<file path="src/sv/morse_light_sample_decoder_macros.svh">
// Assertion macros shared by the queue and back-end decoder modules.
`ifndef MORSE_LIGHT_SAMPLE_DECODER_MACROS_SVH
`define MORSE_LIGHT_SAMPLE_DECODER_MACROS_SVH
`ifndef SYNTHESIS
`define MLSD_ASSERT_IMPLY(label, pre, post) \
   label: assert property (@(posedge clock) disable iff (reset) (pre) |-> (post)) \
      else $error("mlsd assertion failed");
`define MLSD_ASSERT_NEXT(label, pre, post) \
   label: assert property (@(posedge clock) disable iff (reset) (pre) |=> (post)) \
      else $error("mlsd assertion failed");
`else
`define MLSD_ASSERT_IMPLY(label, pre, post)
`define MLSD_ASSERT_NEXT(label, pre, post)
`endif
`endif

</file>
<file path="src/sv/mlsd_pkg.sv">
// Types, constants and the letter table of the Morse light sample decoder.
`default_nettype none
package mlsd_pkg;

   localparam int TIME_W         = 32;
   localparam int INTENSITY_W    = 16;
   localparam int ON_THRESHOLD_W = 16;
   localparam int MIT_W          = 24;
   localparam int CSR_INDEX_W    = 2;
   localparam int CSR_DATA_W     = 24;
   localparam int LETTER_W       = 5;

   localparam logic [ON_THRESHOLD_W-1:0] ON_THRESHOLD_RESET = 16'd256;
   localparam logic [MIT_W-1:0]          MIT_PERIOD_RESET   = 24'd200000;

   localparam logic [CSR_INDEX_W-1:0] CSR_ON_THRESHOLD = 2'd0;
   localparam logic [CSR_INDEX_W-1:0] CSR_MIT_PERIOD   = 2'd1;

   localparam int MAX_BITS   = 16;
   localparam int COUNT_W    = $clog2(MAX_BITS + 1);
   localparam int CODE_W     = MAX_BITS - 3;
   localparam int OFF_LIMIT  = 3;

   localparam int QUEUE_DEPTH = 4;
   localparam int QPTR_W      = $clog2(QUEUE_DEPTH);
   localparam int QCOUNT_W    = $clog2(QUEUE_DEPTH + 1);

   localparam int LETTER_COUNT = 26;
   localparam int LCODE_W      = 10;
   localparam int LLEN_W       = 4;

   localparam logic [LCODE_W-1:0] LETTER_CODE [LETTER_COUNT] = '{
      10'h00B, 10'h0D5, 10'h1AD, 10'h035, 10'h001, 10'h0AD, 10'h06D, 10'h055,
      10'h005, 10'h2DB, 10'h06B, 10'h0B5, 10'h01B, 10'h00D, 10'h0DB, 10'h16D,
      10'h36B, 10'h02D, 10'h015, 10'h003, 10'h02B, 10'h0AB, 10'h05B, 10'h1AB,
      10'h35B, 10'h1B5
   };

   localparam logic [LLEN_W-1:0] LETTER_LEN [LETTER_COUNT] = '{
      4'd4, 4'd8, 4'd9, 4'd6, 4'd1, 4'd8, 4'd7, 4'd7, 4'd3, 4'd10, 4'd7, 4'd8, 4'd5,
      4'd4, 4'd8, 4'd9, 4'd10, 4'd6, 4'd5, 4'd2, 4'd6, 4'd8, 4'd7, 4'd9, 4'd10, 4'd9
   };

   typedef enum logic [1:0] {
      STATUS_LETTER,
      STATUS_NO_MATCH,
      STATUS_ENDED
   } status_type;

   typedef struct packed {
      logic pick0_valid;
      logic pick0_on;
      logic pick1_valid;
      logic pick1_on;
      logic last;
   } pick_word_type;

endpackage
`default_nettype wire

</file>
<file path="src/sv/mlsd_if.sv">
// Handshake channels of the decoder: samples in, results out, register writes.
`default_nettype none
interface mlsd_req_if import mlsd_pkg::*; ();
   logic                   valid;
   logic                   ready;
   logic [TIME_W-1:0]      sample_time;
   logic [INTENSITY_W-1:0] intensity;
   logic                   last_sample;
   modport source (output valid, sample_time, intensity, last_sample, input ready);
   modport sink (input valid, sample_time, intensity, last_sample, output ready);
endinterface

interface mlsd_rsp_if import mlsd_pkg::*; ();
   logic                valid;
   logic                ready;
   logic [LETTER_W-1:0] letter_index;
   status_type          status;
   modport source (output valid, letter_index, status, input ready);
   modport sink (input valid, letter_index, status, output ready);
endinterface

interface mlsd_csr_if import mlsd_pkg::*; ();
   logic                   valid;
   logic                   ready;
   logic [CSR_INDEX_W-1:0] index;
   logic [CSR_DATA_W-1:0]  data;
   modport source (output valid, index, data, input ready);
   modport sink (input valid, index, data, output ready);
endinterface
`default_nettype wire

</file>
<file path="src/sv/mlsd_front.sv">
// Front end: configuration registers, on/off classification and pick selection.
`default_nettype none
module mlsd_front import mlsd_pkg::*; (
   input  logic          clock,
   input  logic          reset,
   mlsd_req_if.sink      req_chan,
   mlsd_csr_if.sink      csr_chan,
   output logic          push_valid,
   output pick_word_type push_word,
   input  logic          push_ready
);

   typedef enum logic {
      F_EDGE,
      F_ACTIVE
   } front_phase_type;

   front_phase_type             phase_ff, phase_in;
   logic [ON_THRESHOLD_W-1:0]   threshold_ff, threshold_in;
   logic [MIT_W-1:0]            mit_ff, mit_in;
   logic [TIME_W-1:0]           prev_time_ff, prev_time_in;
   logic [TIME_W-1:0]           target_ff, target_in;
   logic                        prev_on_ff, prev_on_in;
   logic                        have_prev_ff, have_prev_in;
   logic                        prev_picked_ff, prev_picked_in;

   logic                        accept;
   logic                        on;
   logic                        due;
   logic                        take_cur;
   logic                        second;
   logic [TIME_W-1:0]           dcur;
   logic [TIME_W-1:0]           dprev;
   logic [TIME_W-1:0]           target_cur;
   logic [TIME_W-1:0]           target_prev;
   logic [TIME_W-1:0]           target_edge;

   function automatic logic [TIME_W-1:0] add_sat(logic [TIME_W-1:0] a, logic [MIT_W-1:0] b);
      logic [TIME_W:0] sum;
      sum = {1'b0, a} + (TIME_W + 1)'(b);
      return sum[TIME_W] ? '1 : sum[TIME_W-1:0];
   endfunction

   assign req_chan.ready = push_ready;
   assign csr_chan.ready = 1'b1;
   assign accept = req_chan.valid && push_ready;

   always_comb begin
      on          = req_chan.intensity > threshold_ff;
      target_cur  = add_sat(req_chan.sample_time, mit_ff);
      target_prev = add_sat(prev_time_ff, mit_ff);
      target_edge = add_sat(req_chan.sample_time, {1'b0, mit_ff[MIT_W-1:1]});
      due         = (phase_ff == F_ACTIVE) && have_prev_ff &&
                    (req_chan.sample_time > target_ff);
      dcur        = req_chan.sample_time - target_ff;
      dprev       = (target_ff >= prev_time_ff) ? target_ff - prev_time_ff : '0;
      take_cur    = prev_picked_ff || (dcur < dprev);
      second      = due && !take_cur && (req_chan.sample_time > target_prev);

      push_word.pick0_valid = due;
      push_word.pick0_on    = take_cur ? on : prev_on_ff;
      push_word.pick1_valid = second;
      push_word.pick1_on    = on;
      push_word.last        = req_chan.last_sample;
      push_valid            = req_chan.valid && (due || req_chan.last_sample);
   end

   always_comb begin
      phase_in       = phase_ff;
      threshold_in   = threshold_ff;
      mit_in         = mit_ff;
      prev_time_in   = prev_time_ff;
      target_in      = target_ff;
      prev_on_in     = prev_on_ff;
      have_prev_in   = have_prev_ff;
      prev_picked_in = prev_picked_ff;

      if (csr_chan.valid) begin
         if (csr_chan.index == CSR_ON_THRESHOLD) begin
            threshold_in = csr_chan.data[ON_THRESHOLD_W-1:0];
         end else if (csr_chan.index == CSR_MIT_PERIOD) begin
            mit_in = csr_chan.data[MIT_W-1:0];
         end
      end

      if (accept) begin
         if (phase_ff == F_EDGE) begin
            if (have_prev_ff && (on != prev_on_ff)) begin
               phase_in  = F_ACTIVE;
               target_in = target_edge;
            end
         end else if (due) begin
            target_in = (take_cur || second) ? target_cur : target_prev;
         end
         prev_time_in   = req_chan.sample_time;
         prev_on_in     = on;
         have_prev_in   = 1'b1;
         prev_picked_in = due && (take_cur || second);
         if (req_chan.last_sample) begin
            phase_in       = F_EDGE;
            prev_time_in   = '0;
            target_in      = '0;
            prev_on_in     = 1'b0;
            have_prev_in   = 1'b0;
            prev_picked_in = 1'b0;
         end
      end
   end

   always_ff @(posedge clock) begin
      if (reset) begin
         phase_ff       <= F_EDGE;
         threshold_ff   <= ON_THRESHOLD_RESET;
         mit_ff         <= MIT_PERIOD_RESET;
         prev_time_ff   <= '0;
         target_ff      <= '0;
         prev_on_ff     <= 1'b0;
         have_prev_ff   <= 1'b0;
         prev_picked_ff <= 1'b0;
      end else begin
         phase_ff       <= phase_in;
         threshold_ff   <= threshold_in;
         mit_ff         <= mit_in;
         prev_time_ff   <= prev_time_in;
         target_ff      <= target_in;
         prev_on_ff     <= prev_on_in;
         have_prev_ff   <= have_prev_in;
         prev_picked_ff <= prev_picked_in;
      end
   end

endmodule
`default_nettype wire

</file>
<file path="src/sv/mlsd_queue.sv">
// Short first-in first-out queue of pick words between front and back end.
`default_nettype none
`include "morse_light_sample_decoder_macros.svh"
module mlsd_queue import mlsd_pkg::*; (
   input  logic          clock,
   input  logic          reset,
   input  logic          push_valid,
   input  pick_word_type push_word,
   output logic          push_ready,
   output logic          pop_valid,
   output pick_word_type pop_word,
   input  logic          pop_ready
);

   pick_word_type         entry_ff [QUEUE_DEPTH];
   logic [QPTR_W-1:0]     wr_ptr_ff, wr_ptr_in;
   logic [QPTR_W-1:0]     rd_ptr_ff, rd_ptr_in;
   logic [QCOUNT_W-1:0]   count_ff, count_in;
   logic                  push_fire;
   logic                  pop_fire;

   function automatic logic [QPTR_W-1:0] next_ptr(logic [QPTR_W-1:0] ptr);
      return (ptr == QPTR_W'(QUEUE_DEPTH - 1)) ? '0 : ptr + 1'b1;
   endfunction

   assign push_ready = count_ff != QCOUNT_W'(QUEUE_DEPTH);
   assign pop_valid  = count_ff != '0;
   assign pop_word   = entry_ff[rd_ptr_ff];
   assign push_fire  = push_valid && push_ready;
   assign pop_fire   = pop_valid && pop_ready;

   always_comb begin
      wr_ptr_in = push_fire ? next_ptr(wr_ptr_ff) : wr_ptr_ff;
      rd_ptr_in = pop_fire ? next_ptr(rd_ptr_ff) : rd_ptr_ff;
      count_in  = count_ff;
      if (push_fire && !pop_fire) begin
         count_in = count_ff + 1'b1;
      end else if (pop_fire && !push_fire) begin
         count_in = count_ff - 1'b1;
      end
   end

   always_ff @(posedge clock) begin
      if (reset) begin
         wr_ptr_ff <= '0;
         rd_ptr_ff <= '0;
         count_ff  <= '0;
      end else begin
         wr_ptr_ff <= wr_ptr_in;
         rd_ptr_ff <= rd_ptr_in;
         count_ff  <= count_in;
      end
   end

   always_ff @(posedge clock) begin
      if (push_fire) begin
         entry_ff[wr_ptr_ff] <= push_word;
      end
   end

   `MLSD_ASSERT_IMPLY(a_count_bound, 1'b1, count_ff <= QCOUNT_W'(QUEUE_DEPTH))
   `MLSD_ASSERT_NEXT(a_count_grows, push_fire && !pop_fire, count_ff == $past(count_ff) + 1'b1)

endmodule
`default_nettype wire

</file>
<file path="src/sv/mlsd_back.sv">
// Back end: sync hunt, bit recording, letter match and the result register.
`default_nettype none
`include "morse_light_sample_decoder_macros.svh"
module mlsd_back import mlsd_pkg::*; (
   input  logic          clock,
   input  logic          reset,
   input  logic          pop_valid,
   input  pick_word_type pop_word,
   output logic          pop_ready,
   mlsd_rsp_if.source    rsp_chan
);

   typedef enum logic [1:0] {
      PH_SYNC,
      PH_REC,
      PH_DONE
   } back_phase_type;

   typedef struct packed {
      back_phase_type      phase;
      logic [1:0]          off_run;
      logic [MAX_BITS-1:0] bit_store;
      logic [COUNT_W-1:0]  bit_count;
      logic                overflowed;
   } track_type;

   typedef struct packed {
      track_type           track;
      logic                hit;
      logic [LETTER_W-1:0] letter;
      status_type          status;
   } step_type;

   localparam track_type TRACK_RESET = '{
      phase: PH_SYNC, off_run: '0, bit_store: '0, bit_count: '0, overflowed: 1'b0
   };

   track_type           track_ff, track_in;
   logic                rsp_valid_ff, rsp_valid_in;
   logic [LETTER_W-1:0] letter_ff, letter_in;
   status_type          status_ff, status_in;

   step_type            step0;
   step_type            step1;
   track_type           mid_track;
   logic                mid_hit;
   logic                pop_fire;

   function automatic step_type take_pick(track_type s, logic on);
      step_type            r;
      logic [COUNT_W-1:0]  len;
      logic [CODE_W-1:0]   code;
      logic                found;
      r        = '{track: s, hit: 1'b0, letter: '0, status: STATUS_NO_MATCH};
      len      = '0;
      code     = '0;
      found    = 1'b0;
      unique case (s.phase)
         PH_SYNC: begin
            if (on) begin
               r.track.off_run = '0;
            end else if (s.off_run == 2'(OFF_LIMIT - 1)) begin
               r.track.phase   = PH_REC;
               r.track.off_run = '0;
            end else begin
               r.track.off_run = s.off_run + 1'b1;
            end
         end
         PH_REC: begin
            if (s.bit_count >= COUNT_W'(MAX_BITS)) begin
               r.track.overflowed = 1'b1;
            end else begin
               r.track.bit_count = s.bit_count + 1'b1;
            end
            r.track.bit_store = {s.bit_store[MAX_BITS-2:0], on};
            if (on) begin
               r.track.off_run = '0;
            end else if (s.off_run != 2'(OFF_LIMIT - 1)) begin
               r.track.off_run = s.off_run + 1'b1;
            end else begin
               r.track.phase = PH_DONE;
               r.hit         = 1'b1;
               if (!r.track.overflowed && (r.track.bit_count >= COUNT_W'(OFF_LIMIT))) begin
                  len  = r.track.bit_count - COUNT_W'(OFF_LIMIT);
                  code = r.track.bit_store[MAX_BITS-1:OFF_LIMIT];
                  for (int k = 0; k < LETTER_COUNT; k++) begin
                     if (!found && (len != '0) && (len == COUNT_W'(LETTER_LEN[k])) &&
                         (code == CODE_W'(LETTER_CODE[k]))) begin
                        found    = 1'b1;
                        r.letter = LETTER_W'(k);
                        r.status = STATUS_LETTER;
                     end
                  end
               end
            end
         end
         PH_DONE: begin
            r.hit = 1'b0;
         end
         default: begin
            r.hit = 1'b0;
         end
      endcase
      return r;
   endfunction

   assign pop_ready          = !rsp_valid_ff || rsp_chan.ready;
   assign pop_fire           = pop_valid && pop_ready;
   assign rsp_chan.valid        = rsp_valid_ff;
   assign rsp_chan.letter_index = letter_ff;
   assign rsp_chan.status       = status_ff;

   always_comb begin
      step0     = take_pick(track_ff, pop_word.pick0_on);
      mid_track = pop_word.pick0_valid ? step0.track : track_ff;
      mid_hit   = pop_word.pick0_valid && step0.hit;
      step1     = take_pick(mid_track, pop_word.pick1_on);

      track_in     = track_ff;
      rsp_valid_in = rsp_valid_ff && !rsp_chan.ready;
      letter_in    = letter_ff;
      status_in    = status_ff;

      if (pop_fire) begin
         if (mid_hit) begin
            track_in     = mid_track;
            rsp_valid_in = 1'b1;
            letter_in    = step0.letter;
            status_in    = step0.status;
         end else if (pop_word.pick1_valid) begin
            track_in     = step1.track;
            rsp_valid_in = step1.hit;
            letter_in    = step1.letter;
            status_in    = step1.status;
         end else begin
            track_in     = mid_track;
            rsp_valid_in = 1'b0;
         end
         if (pop_word.last) begin
            if (!rsp_valid_in && (track_in.phase != PH_DONE)) begin
               rsp_valid_in = 1'b1;
               letter_in    = '0;
               status_in    = STATUS_ENDED;
            end
            track_in = TRACK_RESET;
         end
      end
   end

   always_ff @(posedge clock) begin
      if (reset) begin
         track_ff     <= TRACK_RESET;
         rsp_valid_ff <= 1'b0;
      end else begin
         track_ff     <= track_in;
         rsp_valid_ff <= rsp_valid_in;
      end
      letter_ff <= letter_in;
      status_ff <= status_in;
   end

   `MLSD_ASSERT_IMPLY(a_letter_range, rsp_valid_ff && (status_ff == STATUS_LETTER), letter_ff <= LETTER_W'(LETTER_COUNT - 1))
   `MLSD_ASSERT_IMPLY(a_letter_zero, rsp_valid_ff && (status_ff != STATUS_LETTER), letter_ff == '0)

endmodule
`default_nettype wire

</file>
<file path="src/sv/morse_light_sample_decoder.sv">
// Top level of the Morse light sample decoder.
// A sample's pick word is stored in the queue and its result word in the result register before it shows on rsp_chan.
// Throughput: one sample word per cycle while the queue has room; the front end decides picks combinationally.
// A four-entry queue decouples the front end from the letter matcher and result register.
// Reset is synchronous and active high; it restores both registers and clears the capture.
`default_nettype none
module morse_light_sample_decoder import mlsd_pkg::*; (
   input  logic       clock,
   input  logic       reset,
   mlsd_req_if.sink   req_chan,
   mlsd_rsp_if.source rsp_chan,
   mlsd_csr_if.sink   csr_chan
);

   logic          push_valid;
   logic          push_ready;
   pick_word_type push_word;
   logic          pop_valid;
   logic          pop_ready;
   pick_word_type pop_word;

   mlsd_front u_front (
      .clock      (clock),
      .reset      (reset),
      .req_chan   (req_chan),
      .csr_chan   (csr_chan),
      .push_valid (push_valid),
      .push_word  (push_word),
      .push_ready (push_ready)
   );

   mlsd_queue u_queue (
      .clock      (clock),
      .reset      (reset),
      .push_valid (push_valid),
      .push_word  (push_word),
      .push_ready (push_ready),
      .pop_valid  (pop_valid),
      .pop_word   (pop_word),
      .pop_ready  (pop_ready)
   );

   mlsd_back u_back (
      .clock     (clock),
      .reset     (reset),
      .pop_valid (pop_valid),
      .pop_word  (pop_word),
      .pop_ready (pop_ready),
      .rsp_chan  (rsp_chan)
   );

endmodule
`default_nettype wire
</file>
<file path="src/flat_wrapper.sv">
// flat-port wrapper written by rule: the top's interface ports become plain ports
module morse_light_sample_decoder_flat import mlsd_pkg::*;
  (clock, reset, req_chan_valid, req_chan_sample_time, req_chan_intensity, req_chan_last_sample, req_chan_ready, rsp_chan_valid, rsp_chan_letter_index, rsp_chan_status, rsp_chan_ready, csr_chan_valid, csr_chan_index, csr_chan_data, csr_chan_ready);
  mlsd_req_if req_chan_i ();
  mlsd_rsp_if rsp_chan_i ();
  mlsd_csr_if csr_chan_i ();
  input  logic clock;
  input  logic reset;
  input wire logic [$bits(req_chan_i.valid)-1:0] req_chan_valid;
  input wire logic [$bits(req_chan_i.sample_time)-1:0] req_chan_sample_time;
  input wire logic [$bits(req_chan_i.intensity)-1:0] req_chan_intensity;
  input wire logic [$bits(req_chan_i.last_sample)-1:0] req_chan_last_sample;
  output wire logic [$bits(req_chan_i.ready)-1:0] req_chan_ready;
  output wire logic [$bits(rsp_chan_i.valid)-1:0] rsp_chan_valid;
  output wire logic [$bits(rsp_chan_i.letter_index)-1:0] rsp_chan_letter_index;
  output wire logic [$bits(rsp_chan_i.status)-1:0] rsp_chan_status;
  input wire logic [$bits(rsp_chan_i.ready)-1:0] rsp_chan_ready;
  input wire logic [$bits(csr_chan_i.valid)-1:0] csr_chan_valid;
  input wire logic [$bits(csr_chan_i.index)-1:0] csr_chan_index;
  input wire logic [$bits(csr_chan_i.data)-1:0] csr_chan_data;
  output wire logic [$bits(csr_chan_i.ready)-1:0] csr_chan_ready;
  assign req_chan_i.valid = req_chan_valid;
  assign req_chan_i.sample_time = req_chan_sample_time;
  assign req_chan_i.intensity = req_chan_intensity;
  assign req_chan_i.last_sample = req_chan_last_sample;
  assign req_chan_ready = req_chan_i.ready;
  assign rsp_chan_valid = rsp_chan_i.valid;
  assign rsp_chan_letter_index = rsp_chan_i.letter_index;
  assign rsp_chan_status = rsp_chan_i.status;
  assign rsp_chan_i.ready = rsp_chan_ready;
  assign csr_chan_i.valid = csr_chan_valid;
  assign csr_chan_i.index = csr_chan_index;
  assign csr_chan_i.data = csr_chan_data;
  assign csr_chan_ready = csr_chan_i.ready;
  morse_light_sample_decoder u_core (.clock(clock), .reset(reset), .req_chan(req_chan_i), .rsp_chan(rsp_chan_i), .csr_chan(csr_chan_i));
endmodule
</file>
<file path="config.mk">
export PLATFORM = sky130hd
export DESIGN_NAME = morse_light_sample_decoder_flat
export DESIGN_NICKNAME = d
export VERILOG_FILES = /design/src/sv/mlsd_pkg.sv /design/src/sv/mlsd_if.sv /design/src/sv/mlsd_front.sv /design/src/sv/mlsd_queue.sv /design/src/sv/mlsd_back.sv /design/src/sv/morse_light_sample_decoder.sv /design/src/flat_wrapper.sv
export VERILOG_INCLUDE_DIRS = /design/src /design/src/sv
export SDC_FILE = /design/constraint.sdc
export NUM_CORES = 1
export LEC_CHECK = 0
export ABC_CLOCK_PERIOD_IN_PS = 12500
export BUFFER_PORTS_ARGS = -buffer_cell sky130_fd_sc_hd__buf_2
export CAP_MARGIN = 0
export CORE_UTILIZATION = 55
export CTS_CLUSTER_SIZE = 14
export DETAILED_ROUTE_END_ITERATION = 10
export PLACE_DENSITY = 0.76
export SYNTH_ARGS = -nofsm -noshare
export SYNTH_HDL_FRONTEND = slang
export SYNTH_SLANG_ARGS = --single-unit
</file>
<file path="constraint.sdc">
create_clock -name clock -period 12.5 [get_ports clock]
set_input_delay 0.625 -clock clock [delete_from_list [all_inputs] [get_ports clock]]
set_output_delay 0.625 -clock clock [all_outputs]
set_load 0.02 [all_outputs]
</file>
* Yosys cells after proc, flatten, opt, wreduce, memory -nomap -nowiden
Memory sizes are Yosys's and may differ from the RTL's. A register that Yosys moved wholly into a read port is not among the register bits. Index checks and enable logic that the tools add are counted.
Word-level totals: bits in registers 149, input port bits 80, logic and storage cells 758, bits in writable memories 20, memories 1, output and inout port bits 10
Memories:
- u_core.u_queue.entry_ff | depth 4, width 5, rd ports 1, clocked after Yosys merged registers in 1, write ports 1, RTL line mlsd_queue.sv:15 | pick_word_type entry_ff [QUEUE_DEPTH];
Operators by class: bitwise operators 1, equal/unequal tests 85, reductions and logical operators 244, magnitude comparators 9, add/subtract/negate cells 15, multiplexer cells 384
Operators with widths (number):
- $mux W7 | 54
- $mux W32 | 10
- $mux W1 | 273
- $logic_and A1 B1 Y1 | 171
- $eq A13 B8 Y1 const B | 10
- $mux W26 | 5
- $eq A13 B7 Y1 const B | 8
- $eq A13 B9 Y1 const B | 8
- $eq A13 B10 Y1 const B | 6
- $eq A13 B6 Y1 const B | 6
- $add A32 B24 Y33 | 2
- $gt A32 B32 Y1 | 2
- $sub A32 B32 Y32 | 2
- $logic_not A1 Y1 | 58
- $eq A13 B4 Y1 const B | 4
- $eq A13 B5 Y1 const B | 4
- $mux W2 | 24
- $mux W22 | 2
- $eq A5 B3 Y1 const B | 8
- $mux W5 | 8
- $add A32 B23 Y33 | 1
- $ge A32 B32 Y1 | 1
- $lt A32 B32 Y1 | 1
- $mux W8 | 4
- other kinds (30) | 66

* Longest topological paths before layout
depth after elaboration 250, mapped depth 27, depth with buffers taken out 25

* Hierarchy
From an unflattened synthesis, not the netlist that was laid out.
Unflattened totals: cells, all modules 2565, area, all modules 19174.6 um^2
By module, submodules not included:
- mlsd_front | times used 1, area each 14008.4 um^2, cells an instance 1900
- mlsd_back | times used 1, area each 3963.8 um^2, cells an instance 591
- mlsd_queue | times used 1, area each 1202.4 um^2, cells an instance 74

* Least setup slack after synthesis
Ideal clock, no wire load.
path kind input to register, start input req_chan_sample_time[0], end register u_core.u_front.target_ff[14], slack 6400 ps, required time 12383 ps, setup time 117 ps, path buffers 1, arrival time 5983 ps, stages on the path 26, cells stage by stage inv_1 ha_1 inv_1 fa_1 a21o_1 a221oi_1 a21oi_1 a221oi_1 o21ai_0 a21o_1 a21o_1 and2_1 o31ai_1 xnor2_1 ha_1 nand2_1 nor4_1 nand2_1 or4_1 o211ai_1 a211oi_1 o21a_1 clkbuf_1 or4_1 a21o_1 a32o_1
On the way: cells in the longest elaborated chain, start to end 11, elaborated cells between the ends (all ways) 21, classes of those cells add/sub (3); order compare (3); eq/ne (1); mux (7); reduce/logical (7)
Ends and longest elaborated chain:
- start, declared | RTL line flat_wrapper.sv:10 | input wire logic [$bits(req_chan_i.sample_time)-1:0] req_chan_sample_time;
- $sub A32 B32 Y32 | RTL line mlsd_front.sv:55 | dcur = req_chan.sample_time - target_ff;
- $lt A32 B32 Y1 | RTL line mlsd_front.sv:57 | take_cur = prev_picked_ff || (dcur < dprev);
- $logic_or A1 B1 Y1 | RTL line mlsd_front.sv:57
- $logic_not A1 Y1 | RTL line mlsd_front.sv:58 | second = due && !take_cur && (req_chan.sample_time > target_prev);
- $logic_and A1 B1 Y1 (2 in series) | RTL line mlsd_front.sv:58
- $logic_or A1 B1 Y1 | RTL line mlsd_front.sv:93 | target_in = (take_cur || second) ? target_cur : target_prev;
- $mux W32 | RTL line mlsd_front.sv:93
- $mux W32 | RTL line mlsd_front.sv:92 | end else if (due) begin
- $mux W32 | RTL line mlsd_front.sv:87 | if (phase_ff == F_EDGE) begin
- $mux W32 | RTL line mlsd_front.sv:99 | if (req_chan.last_sample) begin
- end signal, assigned | RTL line mlsd_front.sv:125 | target_ff <= target_in;
- end, declared | RTL line mlsd_front.sv:22 | logic [TIME_W-1:0] target_ff, target_in;
Several ways; a longest one is shown, not always the timed one. The select of a mux whose other input is x is not followed. A chain may end at the register's enable or synchronous reset.

* Worst setup path in the final report
start register u_core.u_front.prev_time_ff[0], end register u_core.u_front.target_ff[25]
On the way: cells in the longest elaborated chain, start to end 12, elaborated cells between the ends (all ways) 16, classes of those cells add/sub (2); order compare (3); mux (6); reduce/logical (5)
Ends and longest elaborated chain:
- start, declared | RTL line mlsd_front.sv:21 | logic [TIME_W-1:0] prev_time_ff, prev_time_in;
- start signal, assigned | RTL line mlsd_front.sv:124 | prev_time_ff <= prev_time_in;
- $sub A32 B32 Y32 / $ge A32 B32 Y1 (equally long branches) | RTL line mlsd_front.sv:56 | dprev = (target_ff >= prev_time_ff) ? target_ff - prev_time_ff : '0;
- $mux W32 | RTL line mlsd_front.sv:56
- $lt A32 B32 Y1 | RTL line mlsd_front.sv:57
- $logic_or A1 B1 Y1 | RTL line mlsd_front.sv:57
- $logic_not A1 Y1 | RTL line mlsd_front.sv:58
- $logic_and A1 B1 Y1 (2 in series) | RTL line mlsd_front.sv:58
- $logic_or A1 B1 Y1 | RTL line mlsd_front.sv:93
- $mux W32 * | RTL line mlsd_front.sv:93
- $mux W32 * | RTL line mlsd_front.sv:92
- $mux W32 * | RTL line mlsd_front.sv:87
- $mux W32 * | RTL line mlsd_front.sv:99
Every way passes the cells marked *; elsewhere a longest branch is shown, timed or not. The select of a mux whose other input is x is not followed.

==> flow_summary.toml <==
[outcome]
status = "completed"

[die]
initial_utilization_pct = 55.9
dieArea_sq_mm = 0.0359
pin_count = 90
coreArea_sq_mm = 0.0345
rows = 68
die_x_microns = 189
die_height_microns = 189

[routing]
wl_microns = 63200
avgViaCountPerCell = 6.63
wl_per_cell_microns = 20.6
ant_nets = 0
firstDrtPassIters = 7
drt_iter0_drc = 2275
drc_errors = 0
vias = 20400

[global_route]
grt_overflow = 0
gr-usage-all-layers_pct = 34.6
antenna_found_initial = 1
grt_max_degree = 71
grt_pass1_vias = 19200
grt_pass1_wl_microns = 100000

[timing]
fin_tns_setup_ns = 0
fmax_mhz = 137
clock_skew_ns = 0.0151
period_needed_ns = 7.29
finalCritPeriodShare_pct = 58.3
rsz0062_at_grt = "false"
hold_viol = 0
setup_viol = 0
maxSlewHeadroom_pct = 23.7
drv_slew = 0
worst_slew_pin_slew_ns = 1.13

[cts]
htree_levels = 4
cts_tree = "done"
root_buffer = "clkbuf_16"
cts_setup_buffers = 0
cts_buffer_depth = 2
cts_resized = 0
clk_pin_slew_worst_paths_ns = 0.08
clock-sinks = 170
cts_buffers = 17
hold_buffers = 0
worst_skew_pair.late_latency_ns = 0.47

[place]
port_buffers = 88
dp_hpwl_microns = 49200
gp_congestion = 0.999

[final_layout]
layout-drive-gt1-share_pct = 7.76
syn2layout_area_growth_pct = 6.81
fillers = 3208
nets = 2919
n_antenna_cell = 0
post-route-util_pct = 59.7
multi_input_area_sq_mm = 0.0146
regArea_sq_mm = 0.00367

[power]
powerDensity_mw_per_mm2 = 112
max-vdd-ir-drop_uv = 136
p_leak_nw = 8.26
power_mw = 2.30

[setup_path]
cp-start-kind = "flop"
cp.arrival_ns = 7.66
endpoint_kind = "flop"
crit_required_ns = 12.86
critPathMaxFanout = 30
r2r_cells = 25
crit_type = "reg -> reg"

[yosys]
yosysUniqueCellTypes = 92
synth_xor_area_share_pct = 5.71
synth_nets = 2911
synth_compound_area_share_pct = 28.1
async_reset_ff_share_pct = 0
synth-adder-area-share_pct = 15.5
synth_warnings = 0
synth_flop_cell = "dfxtp_1"
synth-simple-area-share_pct = 24.5
synth-seq-cells = 170
syn_inst = 2596
synth_edf_count = 27
synth_top_family_by_area = "compound AO/OA/AOI/OAI gates"
syn-cell-area_sq_mm = 0.0193
avgSynthCellArea_sq_um = 7.44
synthMuxAreaShare_pct = 1.88
yosysSeqAreaShare_pct = 19.0

[flow_run]
drv_cap = 0

[worst_hold_path]
hold_depth = 3
hp-class = "in -> reg"
layout make-up:
cell class                 instances  share of cell area (%)
clock buffer                      17                    2.06
inverter                         147                    2.67
sequential                       170                    17.8
timing repair buffer             107                    2.84
tap                              455                    2.76
clock inverter                    15                   0.837
multi-input combinational       2161                    71.0
where the power goes:
part | total (mW) | switching (mW) | internal (mW)
Sequential | 0.647 | 0.0408 | 0.606
Combinational | 1.11 | 0.694 | 0.412
Clock | 0.549 | 0.279 | 0.270
Yosys cell counts, types with 13 or more instances:
master,count,area share (%)
a2111oi_0,14,0.63
a211o_1,13,0.59
a211oi_1,28,1.1
a21o_1,71,2.8
a21oi_1,273,7.1
a22o_1,15,0.68
a22oi_1,25,0.97
a31o_2,14,0.63
a31oi_1,24,0.78
and2_1,25,0.81
and3_1,34,1.1
buf_2,15,0.39
clkbuf_1,92,1.8
dfxtp_1,143,15
edfxtp_1,27,4.2
ha_1,229,15
inv_1,144,2.8
mux2i_1,16,0.83
nand2_1,252,4.9
nand2b_1,35,1.1
nand3_1,65,1.7
nand3b_1,14,0.54
nand4_1,44,1.4
nor2_1,219,4.3
nor2b_1,37,1.2
nor3_1,71,1.8
nor3b_1,43,1.7
nor4_1,22,0.71
o211ai_1,17,0.66
o21a_1,39,1.5
o21ai_0,143,3.7
o21bai_1,13,0.51
or3_1,25,0.81
xnor2_1,74,3.4
xor2_1,52,2.4
through the flow:
step / setup slack (ns) / area (sq um) / hold WS [ns] / instances
2_1_floorplan: 6.40 / 19300 / 0.436 / 2596
3_3_place_gp: 5.04 / 20000 / 0.443 / 3040
3_5_place_dp: 4.75 / 20000 / 0.453 / 3040
4_1_cts: 5.28 / 20600 / 0.370 / 3072
5_1_grt: 4.71 / 20600 / 0.381 / 3072
6_report: 5.21 / 20600 / 0.378 / 3072
kinds of logic (layout without fill, tap and decap cells):
family	after synthesis	after routing
DFF	170	170
and+or+nand+nor	943	943
xor gates and xnor gates	126	126
AOI/OAI and AO/OA	827	827
muxes	29	29
buffers and inverters	265	286
adders and majority gates	235	235
other	1	1
critical path, cell delays in order, from the launching register on:
cell and delay, ns:
dfxtp_1 0.37, ha_1 0.17, inv_1 0.06, fa_1 0.47, a211oi_1 0.30, o21ai_0 0.25
a221oi_1 0.44, o21a_1 0.24, o211a_1 0.21, nor3_1 0.09, o41ai_1 0.76, a2bb2oi_1 0.18
xor2_1 0.16, nand2_1 0.07, ha_1 0.31, nand4_1 0.16, nor4_1 0.38, nand2_1 0.12
or4_1 0.42, o211ai_1 0.11, a211oi_1 0.10, o21ai_2 0.13, buf_4 0.32, nand2_1 0.55
or3_1 0.55, a32o_1 0.25
worst paths after layout:
kind	startpoint	end	slack, ns
worst max-delay path	u_core.u_front.prev_time_ff[0]	u_core.u_front.target_ff[25]	5.21
worst min-delay path	csr_chan_data[16]	u_core.u_front.mit_ff[16]	0.38
worst max register to register	u_core.u_front.prev_time_ff[0]	u_core.u_front.target_ff[25]	5.21
worst min register to register	u_core.u_front.threshold_ff[2]	u_core.u_front.threshold_ff[2]	0.46
state kept, by name, summed over array words and instances (netlist names), 2 cells and up, named ones only:
| register | cells |
|---|---|
| u_core.u_back.rsp_chan.status | 2 |
| u_core.u_queue.wr_ptr_ff | 2 |
| u_core.u_queue.entry_ff | 20 |
| u_core.u_back.rsp_chan.letter_index | 5 |
| u_core.u_front.threshold_ff | 16 |
| u_core.u_front.prev_time_ff | 32 |
| u_core.u_front.target_ff | 32 |
| u_core.u_back.track_ff | 25 |
| u_core.u_front.mit_ff | 24 |
| u_core.u_queue.rd_ptr_ff | 2 |
| u_core.u_queue.count_ff | 3 |
layout by cell type, fill, tap and decap left out, types with 27 or more instances in the layout:
cell and instances:
a21oi_1 273, a211oi_1 28, nand2b_1 35, nor2b_1 36, o21ai_0 140, a21o_1 71
nand4_1 44, nor3_1 71, buf_2 87, nand3_1 65, nor2_1 219, inv_1 144
edfxtp_1 27, xnor2_1 74, nand2_1 251, and3_1 34, nor3b_1 43, xor2_1 52
ha_1 229, dfxtp_1 143, o21a_1 39
per-layer routing:
layer	wire length (microns)	global-route usage (%)	up-vias	part of all wire, %
met2	29800	58.8	1002	47
met4	2280	14.1	0	3.6
met5	0	0	-	0
li1	-	-	9619	-
met1	26200	43.4	9575	41
met3	4980	5.23	162	7.9
Power figures use the tool's default switching activity.
